`config.mk`:
```
export PLATFORM = sky130hd
export DESIGN_NAME = cabn_ram
export DESIGN_NICKNAME = d
export VERILOG_FILES = /design/src/rtl/cabn_ram.sv
export SDC_FILE = /design/constraint.sdc
export NUM_CORES = 1
export LEC_CHECK = 0
export BUFFER_PORTS_ARGS = -buffer_cell sky130_fd_sc_hd__buf_2
export CAP_MARGIN = 20
export CORE_ASPECT_RATIO = 1.75
export CORE_UTILIZATION = 60
export DETAILED_ROUTE_END_ITERATION = 10
export MAX_ROUTING_LAYER = met4
export PLACE_DENSITY = 0.78
export SYNTH_ARGS = -nofsm -noshare
export SYNTH_HDL_FRONTEND = slang
export SYNTH_SLANG_ARGS = --single-unit
```
`constraint.sdc`:
```
create_clock -name clk -period 3 [get_ports clk]
set_input_delay 0.45 -clock clk [delete_from_list [all_inputs] [get_ports clk]]
set_output_delay 0.45 -clock clk [all_outputs]
set_load 0.02 [all_outputs]
```
`src/rtl/cabn_ram.sv`:
```
// Generic single-port-write, single-port-read RAM with a registered read.
// No dependencies.
module cabn_ram #(
  parameter int WIDTH = 8,
  parameter int DEPTH = 16
) (
  input  logic                                          clk,
  input  logic                                          wr_en,
  input  logic [((DEPTH > 1) ? $clog2(DEPTH) : 1)-1:0] wr_addr,
  input  logic [WIDTH-1:0]                              wr_data,
  input  logic [((DEPTH > 1) ? $clog2(DEPTH) : 1)-1:0] rd_addr,
  output logic [WIDTH-1:0]                              rd_data
);

  logic [WIDTH-1:0] mem [DEPTH];

  always_ff @(posedge clk) begin
    if (wr_en) begin
      mem[wr_addr] <= wr_data;
    end
    rd_data <= mem[rd_addr];
  end

endmodule

```
# Yosys cells after proc, flatten, opt, wreduce, memory -nomap -nowiden
# Memories as Yosys holds them, arrays and structs flattened. A register that Yosys moved wholly into a read port is not among the register bits.
# Cells that the tools add are included.
[classes]
muxes = 2
[ops]
columns = ["op", "count"]
rows = [
  ["$mux 1", 2],
]
[totals]
mem_count = 1
ramBits = 128
register_bits = 0
inputBits = 18
[memory_table]
columns = ["memory", "words", "width", "rd", "rd_ports_with_merged_regs", "write_ports", "line_no", "rtl"]
rows = [
  ["mem", 16, 8, 1, 1, 1, "15", "logic [WIDTH-1:0] mem [DEPTH];"],
]

# Longest topological paths before layout
# Gate-level depths: netlist of run 1.
[logic_depth]
depth_word = 2
depth_mapped = 5
ltp_nobuf = 3

# Worst setup path after synthesis of run 1
# No wires, ideal clock.
[synth_timing]
path_kind = "input -> register"
from = "input port wr_addr[2] (netlist bit)"
to = "memory mem[0][0], enable pin"
stages = 2
t_required_ps = 2617
arrival_time_ps = 1560
setup_time_ps = 383
slack_ps = 1057
cell_sequence = "or3b_2 nor3_1"
[synth_lines]
columns = ["item", "line_no", "rtl"]
rows = [
  ["from (decl)", "9", "input logic [((DEPTH > 1) ? $clog2(DEPTH) : 1)-1:0] wr_addr,"],
  ["to (decl)", "15", ""],
]
# No word-level cell before the write port.

==> results of run 1 <==
report_power, final:
group	leakage [nW]	total (mW)	switching [mW]	internal, mW
sequential	1.22	2.14	0.0124	2.13
combinational	0.522	0.200	0.119	0.0809
clock	0.275	1.98	0.697	1.29
per-layer routing:
metal  global-route usage (%)  part of all wire, %  up-vias
met5                        -                    0        -
met4                     10.8                  2.4        0
li1                         -                    -     1056
met3                     6.47                  5.4       16
met1                     30.3                   38     1237
met2                     36.9                   54      104
through the flow:
stage | util, % | std cells | instance area, sq um | hold slack (ns)
after floorplan | - | 229 | 5150 | 0.549
after global placement | 65.1 | 368 | 5410 | 0.648
after detailed placement | 65.1 | 368 | 5410 | 0.657
after CTS | 71.9 | 398 | 5980 | 0.409
after global routing | 71.9 | 398 | 5980 | 0.429
final | 71.9 | 398 | 5980 | 0.425
flip-flops by register name, indices dropped and copies added, names as in the netlist:
signal   count
mem        128
rd_data      8
how the worst min path moves through the flow:
stage	startpoint	endpoint	slack, ns
floorplan	wr_data[0]	mem[0][0]$_DFFE_PP_	0.55
global placement	mem[4][2]$_DFFE_PP_	rd_data[2]$_DFF_P_	0.65
detailed placement	mem[14][5]$_DFFE_PP_	rd_data[5]$_DFF_P_	0.66
CTS	wr_data[0]	mem[2][0]$_DFFE_PP_	0.41
global route	wr_data[5]	mem[15][5]$_DFFE_PP_	0.43
finish	wr_data[0]	mem[2][0]$_DFFE_PP_	0.43
placed cells by master (no fill, tap or decap), drive strengths merged:
master,synthesis,routed
edfxtp,128,128
buf,7,34
mux4,32,32
clkbuf,0,20
a22oi,16,16
nor2,13,13
nand2,9,9
dfxtp,8,8
clkinv,0,5
nor3,4,4
bufinv,0,3
nand3b,2,2
nand2b,2,2
clkinvlp,0,2
nor2b,1,1
and2,1,1
and2b,1,1
nand3,1,1
or3b,1,1
layout make-up:
class | instances | area [sq um]
Sequential cell | 136 | 4000
Fill cell | 471 | 2340
Multi-Input combinational cell | 83 | 1060
Clock buffer | 20 | 437
Timing Repair Buffer | 34 | 205
Tap cell | 115 | 144
Clock inverter | 10 | 130
kinds of logic after synthesis:
family          Yosys count  share of synthesized area, %
compound gates           16                          2.33
buf+inv                  10                          1.68
flops                   136                          77.8
mux                      32                          15.0
simple gates             35                          3.18
==> PnR_summary.wiki, run 1 <==
{| class="wikitable"
! Metric !! Value
|-
| Fraction of layout instances using a drive strength above 1 || between 20 and 30%
|-
| Crit start category || input pin
|-
| Layout area overhead || 16.1%
|-
| Last weighted congestion value of the routability-driven placer || roughly 0.77
|-
| Layout Nets || 290
|-
| Worst Path Buf+Inv || 2
|-
| Area share of the largest cell type after synthesis || roughly 75%
|-
| HPWL Detailed || around 6000 um
|-
| Cell depth of the worst hold path || 1
|-
| ANT nets after route || 0
|-
| List of most frequent post-synthesis cells || 128 x edfxtp_1, 18 x mux4_2, 16 x a22oi_1, 14 x mux4_1, 13 x nor2_1
|-
| Achievable clock frequency || slightly below 600 MHz
|-
| Cell at the slowest stage of the critical path || mux4_1
|-
| Flop and latch count out of synthesis || about 140
|-
| Hold buffers post-CTS || 0
|-
| Kind of end point of the critical path || register
|-
| Family of cells with the greatest summed delay on the critical path || buffers and inverters
|-
| Die Span X || between 70 and 80 um
|-
| Outcome || finished clean
|-
| Maximum fanout along the worst path || 17
|-
| Post-CTS setup buffer count || 0
|-
| Starting density of the core || about three fifths
|-
| CP cell instances || buf_2, buf_4, mux4_1, a22oi_1, nand2_1
|-
| Port buffer count || 25
|-
| Detailed-router iteration count before antenna repair || 4
|-
| Die H || about 120 um
|-
| Routed wire length || 9270 um
|-
| Setup repair after global routing missed its margin || false
|-
| Clock skew after layout || around 0.0053 ns
|-
| Clock period minus final worst setup slack || between 1.5 and 2 ns
|-
| CP max stage delay || between 0.5 and 0.6 ns
|-
| Boundary Pins || 26
|-
| Crit path DAT || between 2 and 2.5 ns
|-
| Detail-routed via count per cell || 6.06
|-
| Number of pins exceeding their max-slew limit in the final report || 0
|-
| Initial antenna violation count || 0
|-
| Pin count of the biggest net entering global routing || 33
|-
| Reg-to-reg slack, setup || 1.65 ns
|-
| Timing endpoint of the critical path || rd_data[2]$_DFF_P_
|-
| Number of antenna diodes || 0
|-
| Critical Setup Path Class || input pin to register
|-
| Least-Margin Pin Slew || 0.967 ns
|-
| Core outline area || between 0.008 and 0.009 sq mm
|-
| Insertion delay to the later sink of the worst-skew pair || 0.41 ns
|-
| Number of levels in the clock H-tree || 4
|-
| Worst setup path startpoint || rd_addr[0]
|-
| WL/cell || about 23 um
|-
| Resize count post-CTS || 0
|-
| Top cell type by total area after synthesis || edfxtp_1
|-
| Tightest Hold Check Type || input pin to register
|-
| Remaining DRCs || 0
|-
| Endpoints failing setup || 0
|-
| Buffer levels on the longest clock path || 2
|-
| All-Layer GR Usage || between 20% and 30%
|-
| Total of warnings raised by yosys || 0
|-
| Lkg Pwr || roughly 2.0 nW
|-
| Worst R2R End || rd_data[3]$_DFF_P_
|-
| Worst Path Required || about 3.3 ns
|-
| Max Cap Viol || 0
|-
| Wire length of the first global-routing pass || 14,200 um
|-
| Die Footprint || between 0.008 and 0.009 sq mm
|-
| Top_reg_cell synth || edfxtp_1
|-
| First-iteration detailed-routing DRC count || 286
|-
| Count leader, synth || edfxtp_1
|-
| Total gr overflow || 0
|-
| Startpoint of the lowest-slack register-to-register path || mem[3][3]$_DFFE_PP_
|-
| Count of clock tree sinks || ~140
|-
| Total Power || between 4 and 5 mW
|-
| Post-Syn Nets || about 250
|-
| Sequential cell area fraction in the yosys report || 77.8%
|-
| Clock input transition at the sequential cells of the worst setup and hold paths || approximately 0.050 ns
|-
| Power density cells || about 720 mW/mm^2
|-
| Number of clock buffers inserted by TritonCTS || 17
|-
| IR drop worst, VDD || around 540 uV
|-
| Number of cells produced by synthesis || around 230
|-
| Number of vias in the routed layout || 2,413
|-
| Worst Reg2Reg Path Length in Cells || 3
|-
| Area of the mapped netlist || between 0.005 and 0.006 sq mm
|-
| Number of library cell types mapped by synthesis || 19
|-
| Final period util || between 50% and 60%
|-
| Cell chosen for the clock root || clkbuf_16
|-
| Post-synthesis async set-or-reset flop share || 0%
|-
| Post-synth EDFFs || 128
|-
| Total Negative Setup Slacks || 0 ns
|-
| Setup WS pre-CTS || approximately 0.85 ns
|-
| Worst rel slew slack || between 30% and 40%
|-
| Syn Area/Cell || 22.5 sq um
|-
| TritonCTS clock tree || built
|-
| Rows || 44
|-
| Via count of the first global-routing pass || 2,425
|-
| Worst setup margin || 1.28 ns
|-
| Most area-consuming cells after synthesis || edfxtp_1 75%, mux4_2 7.9%, mux4_1 7.1%, dfxtp_1 3.1%, a22oi_1 2.3%
|-
| Cell depth of the worst setup path || 5
|-
| Final hold violation count || 0
|}
No activity file was read; power rests on OpenSTA's default activity.
==> run 2, diff against run 1 <==
- CORE_UTILIZATION: 60 -> 54
- PLACE_DENSITY: 0.78 -> 0.74
- clock period: 3 -> 1.5 ns (I/O delays scaled with it)
==> run 2 against run 1 <==
Effect of this change:
- global-route usage down 2.2 points
- final area increased by 2.5%
- sequential power rose by 100%
==> PnR_summary.wiki, run 2 (synthesis gave the netlist of run 1 again) <==
{| class="wikitable"
! Metric !! Value
|-
| Insertion delay to the later sink of the worst-skew pair || 0.40 ns (about the same)
|-
| Instance count after placement with tap cells included || 391 (+6.3%)
|-
| Number of antenna diodes || 0 (unchanged)
|-
| Buffer levels on the longest clock path || 2 (unchanged)
|-
| Die Footprint || 0.00994 sq mm (+11%)
|-
| Die H || 131 um (+5.3%)
|-
| WL/cell || 21.3 um (-8.6%)
|-
| Cell at the slowest stage of the critical path || mux4_1
|-
| All-Layer GR Usage || 21.8% (-2.2 points)
|-
| Routed wire length || 9010 um (-2.8%)
|-
| Layout area overhead || 19.1%
|-
| Cell chosen for the clock root || clkbuf_16
|-
| Most common cell after layout, fill and taps aside || edfxtp_1
|-
| Total gr overflow || 0 (unchanged)
|-
| Detailed-router iteration count before antenna repair || 5 (+1)
|-
| Fraction of layout instances using a drive strength above 1 || 32.0% (+3.7 points)
|-
| Port buffer count || 25 (unchanged)
|-
| TritonCTS clock tree || built
|-
| Setup repair after global routing missed its margin || false
|-
| Number of vias in the routed layout || 2,403 (-0.41%)
|-
| Rows || 46 (+4.5%)
|-
| HPWL Detailed || 6000 um (-0.25%)
|-
| Total Negative Setup Slacks || 0 ns (unchanged)
|-
| Layout Nets || 308 (+6.2%)
|-
| Critical Setup Path Class || register to register
|-
| Post-CTS setup buffer count || 0 (unchanged)
|-
| Achievable clock frequency || 729 MHz
|-
| Clock period minus final worst setup slack || 1.37 ns
|-
| Endpoints failing setup || 0 (unchanged)
|-
| Lkg Pwr || 2.11 nW (+4.6%)
|-
| Resize count post-CTS || 0 (unchanged)
|-
| Detail-routed via count per cell || 5.68 (-6.3%)
|-
| Reg-to-reg slack, setup || 0.13 ns (-1.52 ns)
|-
| Number of clock buffers inserted by TritonCTS || 17 (unchanged)
|-
| Fraction of the core area covered by cells at the end of the flow || 67.0% (-4.9 points)
|-
| First-iteration detailed-routing DRC count || 268 (-6.3%)
|-
| IR drop worst, VDD || 1050 uV (+94%)
|-
| Number of fill cells in the layout || 569 (+21%)
|-
| ANT nets after route || 0 (unchanged)
|-
| Power density cells || 1390 mW/mm^2 (+92%)
|-
| Largest register FFs || 128 (unchanged)
|-
| Pin count of the biggest net entering global routing || 33 (unchanged)
|-
| Outcome || finished clean
|-
| Worst Path Required || 1.78 ns (-1.50 ns)
|-
| Remaining DRCs || 0 (unchanged)
|-
| Last weighted congestion value of the routability-driven placer || 0.753 (-2.5%)
|-
| Least-Margin Pin Slew || 0.367 ns (-0.600 ns)
|-
| CP cell instances || mux4_1, a22oi_1, nand2_1
|-
| Via count of the first global-routing pass || 2,554 (+5.3%)
|-
| CP max stage delay || 0.51 ns (-0.05 ns)
|-
| Number of pins exceeding their max-slew limit in the final report || 0 (unchanged)
|-
| Core outline area || 0.00915 sq mm (+10%)
|-
| Crit start category || register
|-
| Tightest Hold Check Type || input pin to register
|-
| Initial antenna violation count || 0 (unchanged)
|-
| Final hold violation count || 0 (unchanged)
|-
| Largest registers in the final layout || mem: 128 flops, rd_data: 8 flops
|-
| Final period util || between 90% and 100%
|-
| Boundary Pins || 26 (unchanged)
|-
| Maximum fanout along the worst path || 1 (-16)
|-
| Non-Filler Instances || 423 (+6.3%)
|-
| Hold buffers post-CTS || 0 (unchanged)
|-
| Clock skew after layout || 0.00519 ns (-0.000119 ns)
|-
| Starting density of the core || 56.2% (-5.7 points)
|-
| Clock input transition at the sequential cells of the worst setup and hold paths || 0.06 ns (about the same)
|-
| Worst rel slew slack || 75.5% (+40 points)
|-
| Kind of end point of the critical path || register
|-
| Crit path DAT || 1.65 ns (-0.36 ns)
|-
| Worst Hold Margin || 0.198 ns (-0.227 ns)
|-
| Die Span X || 75.8 um (+5.3%)
|-
| Wire length of the first global-routing pass || 14,000 um (-1.1%)
|-
| Register name with the most flops || mem
|-
| Count of clock tree sinks || 136 (unchanged)
|-
| Max Cap Viol || 0 (unchanged)
|-
| Commonest non-fill, non-tap cells in the layout || 128 x edfxtp_1, 25 x buf_2, 24 x buf_4
|-
| Number of levels in the clock H-tree || 4 (unchanged)
|}
-- run 2: routing by layer --
layer  vias to the layer above  GRT usage [%]  share of wire (%)
met2                        88           34.3                 57
met1                      1205           25.8                 36
li1                       1099              -                  -
met3                        11           5.90                5.4
met5                         -              -                  0
met4                         0           9.98                1.6
-- run 2: through the flow --
step	area, sq um	worst slack, ns	power [mW]
2_1_floorplan	5150	0.00885	4.59
4_1_cts	6130	0.123	8.58
3_3_place_gp	5580	-0.0962	4.77
3_5_place_dp	5580	-0.107	4.78
6_report	6130	0.129	8.51
5_1_grt	6130	0.0672	8.79
-- run 2: layout make-up --
class                           instances  area [sq um]  area share, %
Timing Repair Buffer                   52           365           5.96
Tap cell                              120           150           2.45
Multi-Input combinational cell         83          1060           17.3
Clock buffer                           21           440           7.19
Sequential cell                       136          4000           65.3
Clock inverter                         11           106           1.74
-- run 2: path summary, 6_finish.rpt --
kind	end	startpoint	cells past startpoint
hold reg to reg	rd_data[5]$_DFF_P_	mem[12][5]$_DFFE_PP_	3
setup / recovery	rd_data[1]$_DFF_P_	mem[1][1]$_DFFE_PP_	3
hold / removal	mem[9][2]$_DFFE_PP_	wr_data[2]	1
setup reg to reg	rd_data[1]$_DFF_P_	mem[1][1]$_DFFE_PP_	3
-- run 2: power breakdown --
part / switching [mW] / internal [mW]
Clock: 1.40 / 2.41
Combinational: 0.237 / 0.184
Sequential: 0.0241 / 4.25
Total: 1.66 / 6.85
-- run 2: critical path: cells and delay by family (launching register included) --
| kind | cells | cell delay (ns) |
|---|---|---|
| flip-flops | 1 | 0.35 |
| AO/OA/AOI/OAI | 1 | 0.29 |
| AND/OR/NAND/NOR | 1 | 0.09 |
| multiplexers | 1 | 0.51 |
